--- src/jet_pkg.sv ---
package jet_pkg;

  localparam int unsigned ZW        = 32;
  localparam int unsigned PW        = 64;
  localparam int unsigned CNT_OUT_W = 16;
  localparam int unsigned CFG_W     = 32;
  localparam int unsigned CFG_IDX_W = 3;

  localparam int unsigned COORD_BITS_DEF = 12;
  localparam int unsigned COUNT_BITS_DEF = 16;
  localparam int unsigned FRAC_BITS_DEF  = 28;

  localparam logic signed [ZW-1:0] X_ORIGIN_RST = -32'sd536870912;
  localparam logic signed [ZW-1:0] Y_ORIGIN_RST = -32'sd536870912;
  localparam logic signed [ZW-1:0] X_STEP_RST   = 32'sd262144;
  localparam logic signed [ZW-1:0] Y_STEP_RST   = 32'sd262144;
  localparam logic signed [ZW-1:0] C_REAL_RST   = -32'sd187904819;
  localparam logic signed [ZW-1:0] C_IMAG_RST   = 32'sd72483635;
  localparam int unsigned          ITER_LIMIT_RST = 1000;

  localparam logic signed [PW-1:0] SAT_MAX = {{(PW-ZW+1){1'b0}}, {(ZW-1){1'b1}}};
  localparam logic signed [PW-1:0] SAT_MIN = ~SAT_MAX;

  typedef enum logic [CFG_IDX_W-1:0] {
    REG_X_ORIGIN,
    REG_Y_ORIGIN,
    REG_X_STEP,
    REG_Y_STEP,
    REG_C_REAL,
    REG_C_IMAG,
    REG_ITER_LIMIT
  } cfg_reg_e;

  typedef enum logic [1:0] {
    ST_IDLE,
    ST_LOAD,
    ST_MUL,
    ST_EVAL
  } state_e;

  typedef struct packed {
    logic mul_init;
    logic mul_en;
    logic load_z;
    logic step_z;
    logic cnt_clr;
    logic cnt_inc;
    logic load_out;
    logic out_max;
  } cmd_t;

  typedef struct packed {
    logic escape;
    logic max_zero;
    logic last;
  } status_t;

  function automatic logic signed [ZW-1:0] sat32(input logic signed [PW-1:0] v);
    logic signed [PW-1:0] r;
    r = v;
    if (v > SAT_MAX) r = SAT_MAX;
    if (v < SAT_MIN) r = SAT_MIN;
    return r[ZW-1:0];
  endfunction

endpackage

--- src/jet_ctrl.sv ---
module jet_ctrl (
  input  logic             clk_i,
  input  logic             rst_ni,
  input  logic             in_valid_i,
  output logic             in_ready_o,
  output logic             out_valid_o,
  input  logic             out_ready_i,
  input  jet_pkg::status_t status_i,
  output jet_pkg::cmd_t    cmd_o
);
  import jet_pkg::*;

  state_e state_q, state_d;
  logic   out_valid_q, out_valid_d;
  logic   can_out;

  always_ff @(posedge clk_i or negedge rst_ni) begin
    if (!rst_ni) begin
      state_q     <= ST_IDLE;
      out_valid_q <= 1'b0;
    end else begin
      state_q     <= state_d;
      out_valid_q <= out_valid_d;
    end
  end

  always_comb begin
    cmd_o       = '0;
    in_ready_o  = 1'b0;
    state_d     = state_q;
    out_valid_d = out_valid_q;
    if (out_valid_q && out_ready_i) out_valid_d = 1'b0;
    can_out = !out_valid_q || out_ready_i;
    unique case (state_q)
      ST_IDLE: begin
        in_ready_o = 1'b1;
        if (in_valid_i) begin
          cmd_o.mul_en   = 1'b1;
          cmd_o.mul_init = 1'b1;
          state_d        = ST_LOAD;
        end
      end
      ST_LOAD: begin
        if (status_i.max_zero) begin
          if (can_out) begin
            cmd_o.load_out = 1'b1;
            cmd_o.out_max  = 1'b1;
            out_valid_d    = 1'b1;
            state_d        = ST_IDLE;
          end
        end else begin
          cmd_o.load_z  = 1'b1;
          cmd_o.cnt_clr = 1'b1;
          state_d       = ST_MUL;
        end
      end
      ST_MUL: begin
        cmd_o.mul_en = 1'b1;
        state_d      = ST_EVAL;
      end
      ST_EVAL: begin
        if (status_i.escape || status_i.last) begin
          if (can_out) begin
            cmd_o.load_out = 1'b1;
            cmd_o.out_max  = !status_i.escape;
            out_valid_d    = 1'b1;
            state_d        = ST_IDLE;
          end
        end else begin
          cmd_o.step_z  = 1'b1;
          cmd_o.cnt_inc = 1'b1;
          state_d       = ST_MUL;
        end
      end
      default: state_d = ST_IDLE;
    endcase
  end

  assign out_valid_o = out_valid_q;

endmodule

--- config.mk ---
export PLATFORM = sky130hd
export DESIGN_NAME = jet_ctrl
export DESIGN_NICKNAME = d
export VERILOG_FILES = /design/src/jet_pkg.sv /design/src/jet_ctrl.sv
export SDC_FILE = /design/constraint.sdc
export NUM_CORES = 1
export LEC_CHECK = 0
export BUFFER_PORTS_ARGS = -buffer_cell sky130_fd_sc_hd__buf_2
export CAP_MARGIN = 20
export CORE_AREA = 2 2 39 41
export DETAILED_ROUTE_END_ITERATION = 10
export DIE_AREA = 0 0 41 43
export PLACE_DENSITY_LB_ADDON = 0.1
export SLEW_MARGIN = 20
export SYNTH_ARGS = -nofsm -noshare
export SYNTH_HDL_FRONTEND = slang
export SYNTH_SLANG_ARGS = --single-unit
export TNS_END_PERCENT = 10
--- constraint.sdc ---
create_clock -name clk_i -period 2.7 [get_ports clk_i]
set_input_delay 0.27 -clock clk_i [delete_from_list [all_inputs] [get_ports clk_i]]
set_output_delay 0.27 -clock clk_i [all_outputs]
set_load 0.005 [all_outputs]
Yosys cells after proc, flatten, opt, wreduce, memory -nomap -nowiden
Index checks and enable logic that the tools add are counted.

Equal/unequal tests: 4. Multiplexer cells: 23. Reductions and logical operators: 6.

Operators with widths (number): two-way mux 2 bit (9); two-way mux 1 bit (10); case mux 2 bit (4 select lines) (1); == test 2 bit (second input constant) (2); case mux 1 bit (2 select lines) (2); case mux 2 bit (2 select lines) (1); == test 2 x 1 -> 1 bit (second input constant) (1); logical NOT 1 bit (2); logical NOT 2 bit (1); logical OR 1 bit (2); != test 2 bit (second input constant) (1); logical AND 1 bit (1).

Register bits after elaboration: 3. Bits of input ports: 7. Logic and storage cells: 35.

Depth between registers and ports, before layout
Gate-level depths: netlist of the first run.

Depth after elaboration: 5. Gate-level depth with buffers: 4.

Worst setup path before layout of the first run
OpenSTA, ideal clock, no wires.

Path type: flip-flop to output port. Start point: register state_q[0]. End point: output port cmd_o[5] (netlist bit). Data arrival time: 0.872 ns. Required time: 2.430 ns. Path slack: 1.558 ns. Stages on the path, launching flop included: 5. Cells stage by stage: dfrtp_1 > buf_6 > inv_1 > nor3_2 > buf_4.

RTL lines: from (decl) (line jet_ctrl.sv:13) `state_e state_q, state_d;`; from (signal assigned) (line jet_ctrl.sv:22) `state_q <= state_d;`; to (decl) (line jet_ctrl.sv:9) `output jet_pkg::cmd_t cmd_o`.

==> flow_summary_export.csv, run 1 <==
group,metric,value,unit
place,post-place-cells,57,
route,final_antenna_net_count,0,
power_and_ir_drop,p_switching,136,uW
sta,setup_slack,1.20,ns
place,globalplace.congestion,0.678,
floorplanning,initial_utilization,0.184,
setup_path,crit_slowest_cell,"dfrtp_1",
final_layout,area_growth,38.7,%
setup_path,cpMostUsedCell,"nor2_1",
sta,slew_headroom,0.772,
setup_path,required,2.43,ns
sta,timing.final.crit_share,0.555,
final_layout,antenna-diode-count,0,
sta,setup_viol,0,
synthesis,synth-adder-area-share,0,
global_routing,grt_pass1_wl,945,um
route,wl,568,um
floorplanning,die_w,41,um
sta,finalCriticalPeriod,1.50,ns
setup_path,crit_buf_inv,1,
synthesis,synth.distinct_cells,18,
clock_network,cts_resized,0,
power_and_ir_drop,p_int,221,uW
route,vias,245,
setup_path,cp_cell_sequence,"nor2_1, a21o_1, nor2_1, buf_2",
sta,rsz0062_at_grt,"no",
setup_path,slowest_delay,0.53,ns
synthesis,ys_ff_latch,3,
global_routing,antenna_found_initial,0,
worst_hold_path,hold_class,"primary input to register",
route,vias_per_cell,3.95,
final_layout,drive_gt1_frac,0.543,
setup_path,r2r_setup_slack,1.65,ns
route,wire_per_inst,9.16,um
global_routing,grt_max_degree,11,
synthesis,avgSynthCellArea,8.80,sq um
floorplanning,rows,14,
global_routing,grt-ovfl-total,0,
setup_path,worst_ep_arrival_time,1.23,ns
clock_network,cts_tree,"built",
clock_network,clock_latency,0.23,ns
power_and_ir_drop,peakVddDrop,0.225,mV
sta,holdWs,0.348,ns
synthesis,ys_seq_area_frac,0.294,
synthesis,synthSimpleGateAreaFrac,0.338,
sta,finalHoldViolations,0,
global_routing,groute.usage.overall,0.0812,
route,drtPass1Iterations,2,
flow_run,cap_violations,0,
power_and_ir_drop,powerDensity,1010,nW/um^2
sta,skew,0.000950,ns
clock_network,htreeDepth,1,
place,place_ws,1.43,ns
floorplanning,ios,17,
setup_path,cp_top_family,"flip-flops",
setup_path,setup.worst_path.end_class,"primary output",
power_and_ir_drop,power.share.sequential,0.309,
power_and_ir_drop,p_clk_frac,0.220,
sta,slew_viol_final,0,
floorplanning,die_h,43,um
final_layout,nNetsFinal,54,
route,drc,0,
global_routing,grt_pass1_vias,237,
clock_network,numCtsBuffers,3,
place,dp_hpwl,432,um
clock_network,clockRootBuffer,"clkbuf_4",
power_and_ir_drop,fin_total_pwr,357,uW
setup_path,critPathKind,"register to primary output",
outcome,status,"finished clean",
synthesis,yosys_warnings,0,
clock_network,cts.reportedPaths.clkPinSlew,0.04,ns
floorplanning,fp.dieArea,1760,sq um
synthesis,synth_mux_area_frac,0.0588,
clock_network,cts.sinks,3,
power_and_ir_drop,swShare,0.382,
clock_network,clockBufferDepth,2,
synthesis,synth_compound_area_frac,0.147,
place,place_area,318,sq um
final_layout,final_util,0.256,
synthesis,synthesis.nets,36,
power_and_ir_drop,combPwrFrac,0.471,
floorplanning,core,1380,sq um
setup_path,setup.worst_path.start_class,"register",
sta,worstMarginPinSlew,0.341,ns
final_layout,stdcell_count,62,
setup_path,path_max_fanout,10,
synthesis,synth_top_family_by_area,"simple AND/OR/NAND/NOR gates",
route,drt_iter0_drc,2,
final_layout,design_area,354,sq um
place,port_buffers,16,
sta,max_freq,0.668,GHz
sta,setup_tns,0,ns
synthesis,synthXorXnorAreaFrac,0,
power_and_ir_drop,power.leakage,0.200,nW
synthesis,netlist_area,255,sq um
synthesis,post_synth_inst_count,29,
-- cells by family (layout without fill, tap and decap cells) --
logic type / Yosys count / count (layout)
buffers and inverters: 5 / 22
AO/OA/AOI/OAI: 5 / 5
AND/OR/NAND/NOR: 15 / 15
flip-flops: 3 / 3
multiplexers: 1 / 1
-- cell usage after synthesis --
cell      count  share of area
a21o_1        2          0.059
buf_6         2          0.088
o22ai_2       1          0.049
nand2_1       1          0.015
and3_2        1          0.029
nor3_2        1          0.039
dfrtp_1       3           0.29
and2_1        1          0.025
a21oi_1       1          0.020
mux2_4        1          0.059
buf_4         2          0.059
nand2_2       1          0.025
o21ai_1       1          0.020
nor2_1        6          0.088
nand2b_1      1          0.025
inv_1         1          0.015
nand3b_1      2          0.059
or2b_2        1          0.034
-- tightest hold or removal path, cell delays in order --
cell and delay, ns:
buf_2 0.08, nor2_1 0.05, o22ai_2 0.13
-- flip-flops by register name, indices dropped and copies added (netlist names) --
| signal | flops |
|---|---|
| state_q | 2 |
| out_valid_o | 1 |
-- metal layers --
layer	share of wire	vias up	GRT usage
met2	0.46	12	0.109
met1	0.46	106	0.0994
li1	-	127	-
met3	0.079	0	0.0157
met5	0	-	0
met4	0	0	0.0800
-- power by group through the flow --
| stage | logic, mW | registers [mW] | clock network (mW) |
|---|---|---|---|
| 6_report | 0.168 | 0.110 | 0.0783 |
| 3_3_place_gp | 0.173 | 0.111 | 0 |
| 2_1_floorplan | 0.172 | 0.0781 | 0 |
| 3_5_place_dp | 0.171 | 0.113 | 0 |
| 5_1_grt | 0.190 | 0.118 | 0.0878 |
| 4_1_cts | 0.173 | 0.113 | 0.0839 |
-- cell type report --
cell class                      instances  area [sq um]
Fill cell                             155          1030
Timing Repair Buffer                   17          90.1
Inverter                                1          3.75
Sequential cell                         3          75.1
Tap cell                               16          20.0
Multi-Input combinational cell         21           139
Clock buffer                            4          26.3
-- worst paths after layout --
path | from | end | depth (start not counted)
hold reg to reg | state_q[0]$_DFFE_PN0P_ | state_q[0]$_DFFE_PN0P_ | 1
hold / removal | in_valid_i | state_q[0]$_DFFE_PN0P_ | 3
min in group asynchronous | rst_ni | out_valid_o$_DFF_PN0_ | 2
setup reg to reg | state_q[1]$_DFFE_PN0P_ | state_q[0]$_DFFE_PN0P_ | 2
max in group asynchronous | rst_ni | state_q[1]$_DFFE_PN0P_ | 2
setup / recovery | state_q[1]$_DFFE_PN0P_ | cmd_o[1] | 4
-- layout by cell type (no fill, tap or decap), drive strengths merged --
| cell type | count |
|---|---|
| nor2 | 6 |
| dfrtp | 3 |
| nand2b | 1 |
| dlygate4sd3 | 1 |
| nand2 | 2 |
| nor3 | 1 |
| or2b | 1 |
| a21oi | 1 |
| and2 | 1 |
| nand3b | 2 |
| a21o | 2 |
| inv | 1 |
| o22ai | 1 |
| and3 | 1 |
| buf | 16 |
| mux2 | 1 |
| clkbuf | 4 |
| o21ai | 1 |
-- what timing repair did --
item	4_1_cts	5_1_grt
hold buffers	1	0
buffers inserted	0	0
hold endpoints to repair	3	0
Power figures use the tool's default switching activity.
==> run 2, diff against run 1 <==
- clock period: 2.7 -> 1.4 ns (I/O delays scaled with it)
==> run 2 against run 1 <==
Sequential power is 99% higher. Critical path depth unchanged. First-iteration DRC count decreased by 100%. Count of clock-buffer cells in the layout stayed put. Combinational power is 96% higher. Routed wire length increased by 1.9%. Utilization increased by 0.18 points. Final cell count unchanged. Clock skew decreased by 0.00082 ns. Clock power is 86% higher. Critical endpoint is now cmd_o[0].
==> flow_summary_export.csv, run 2 (synthesis gave the netlist of run 1 again) <==
group,metric,value,unit
outcome,status,"finished clean",
clock_network,numCtsBuffers,3,
place,port_buffers,16,
place,globalplace.congestion,0.688,
final_layout,largest-register,"state_q",
floorplanning,fp.dieArea,1760,sq um
sta,holdWs,0.224,ns
setup_path,reg2reg_from,"state_q[1]$_DFFE_PN0P_",
route,drtPass1Iterations,1,
worst_hold_path,min_from,"in_valid_i",
power_and_ir_drop,powerDensity,1950,nW/um^2
setup_path,ff2ff_path_depth,2,
setup_path,setup.worst_path.start_class,"register",
clock_network,cts_setup_buffers,0,
final_layout,fillers,162,
sta,slew_viol_final,0,
global_routing,antenna_found_initial,0,
final_layout,final_common_cell,"buf_2",
sta,max_freq,0.774,GHz
clock_network,clockBufferDepth,2,
route,drc,0,
clock_network,cts.sinks,3,
global_routing,grt_pass1_vias,260,
power_and_ir_drop,peakVddDrop,0.437,mV
setup_path,worst_ep_arrival_time,1.15,ns
sta,setup_viol,0,
worst_hold_path,min_path_cells,3,
route,final_antenna_net_count,0,
sta,worstMarginPinSlew,0.255,ns
floorplanning,die_h,43,um
sta,slew_headroom,0.830,
final_layout,largest_reg_flops,2,
clock_network,clockRootBuffer,"clkbuf_4",
setup_path,crit-reg2reg-capture,"state_q[0]$_DFFE_PN0P_",
clock_network,cts_tree,"built",
sta,finalHoldViolations,0,
sta,setup_slack,0.107,ns
flow_run,cap_violations,0,
place,place_ws,0.267,ns
route,drt_iter0_drc,0,
global_routing,groute.usage.overall,0.0854,
setup_path,r2r_setup_slack,0.42,ns
setup_path,path_max_fanout,4,
route,vias_per_cell,4.03,
route,wl,579,um
global_routing,top_usage_layer,"met2",
floorplanning,die_w,41,um
sta,finalCriticalPeriod,1.29,ns
floorplanning,rows,14,
clock_network,htreeDepth,1,
power_and_ir_drop,power.leakage,0.198,nW
floorplanning,core,1380,sq um
global_routing,grt_max_degree,11,
global_routing,grtUsageMet2,0.113,
worst_hold_path,hold_class,"primary input to register",
sta,skew,0.000130,ns
final_layout,antenna-diode-count,0,
global_routing,met3_usage,0.0314,
place,dp_hpwl,459,um
sta,setup_tns,0,ns
sta,rsz0062_at_grt,"no",
sta,timing.final.crit_share,0.923,
floorplanning,initial_utilization,0.184,
route,wire_per_inst,9.34,um
final_layout,area_growth,39.7,%
final_layout,nNetsFinal,54,
setup_path,required,1.26,ns
clock_network,clock_latency,0.23,ns
final_layout,final_util,0.258,
setup_path,setup.worst_path.end_class,"primary output",
floorplanning,ios,17,
global_routing,use_met1,0.100,
final_layout,mostFrequentLayoutCells,"16 x buf_2, 6 x nor2_1, 3 x clkbuf_4",
route,vias,250,
global_routing,grt-ovfl-total,0,
global_routing,grt_pass1_wl,966,um
setup_path,critPathKind,"register to primary output",
final_layout,drive_gt1_frac,0.587,
clock_network,cts.reportedPaths.clkPinSlew,0.03,ns
worst_hold_path,hold_end,"state_q[0]$_DFFE_PN0P_",
power_and_ir_drop,fin_total_pwr,695,uW
## run 2: cell counts in the layout (fill, tap and decap cells not counted)
No cell type changed its count.
## run 2: layout make-up
class / count / area (sq um) / area share
Inverter: 1 / 3.75 / 0.0105
Clock buffer: 4 / 26.3 / 0.0737
Sequential cell: 3 / 77.6 / 0.218
Multi-Input combinational cell: 21 / 139 / 0.389
Tap cell: 16 / 20.0 / 0.0561
Timing Repair Buffer: 17 / 90.1 / 0.253
## run 2: worst max path at each step
stage                           startpoint        to  depth (start not counted)
floorplan           state_q[0]$_DFFE_PN0P_  cmd_o[5]                          4
global placement    state_q[0]$_DFFE_PN0P_  cmd_o[3]                          3
detailed placement  state_q[1]$_DFFE_PN0P_  cmd_o[1]                          4
CTS                 state_q[1]$_DFFE_PN0P_  cmd_o[1]                          4
global route        state_q[0]$_DFFE_PN0P_  cmd_o[3]                          3
finish               out_valid_o$_DFF_PN0_  cmd_o[0]                          4
## run 2: metrics by stage
stage | cell area (sq um) | instances
after floorplan | 255 | 29
after global placement | 318 | 57
after detailed placement | 318 | 57
after CTS | 354 | 62
after global routing | 357 | 62
final | 357 | 62
## run 2: where the power goes
part / internal [mW] / switching, mW
clock network: 0.106 / 0.0399
logic: 0.189 / 0.140
registers: 0.137 / 0.0821
total: 0.432 / 0.262
## run 2: critical path, cell delays in order (launching register included)
cell	delay [ns]
dfrtp_1	0.32
or2b_2	0.34
nand2_1	0.10
a21oi_1	0.04
buf_2	0.12
## run 2: routing by layer
metal | share of wire | vias up
met1 | 0.44 | 108
met2 | 0.46 | 14
li1 | - | 128
met3 | 0.097 | 0
met4 | 0 | 0
met5 | 0 | -
## run 2: what timing repair did
action,CTS,global route
endpoints found under the hold margin,3,0
hold buffers,1,0
setup endpoints to repair,0,3
gates resized for setup,0,2
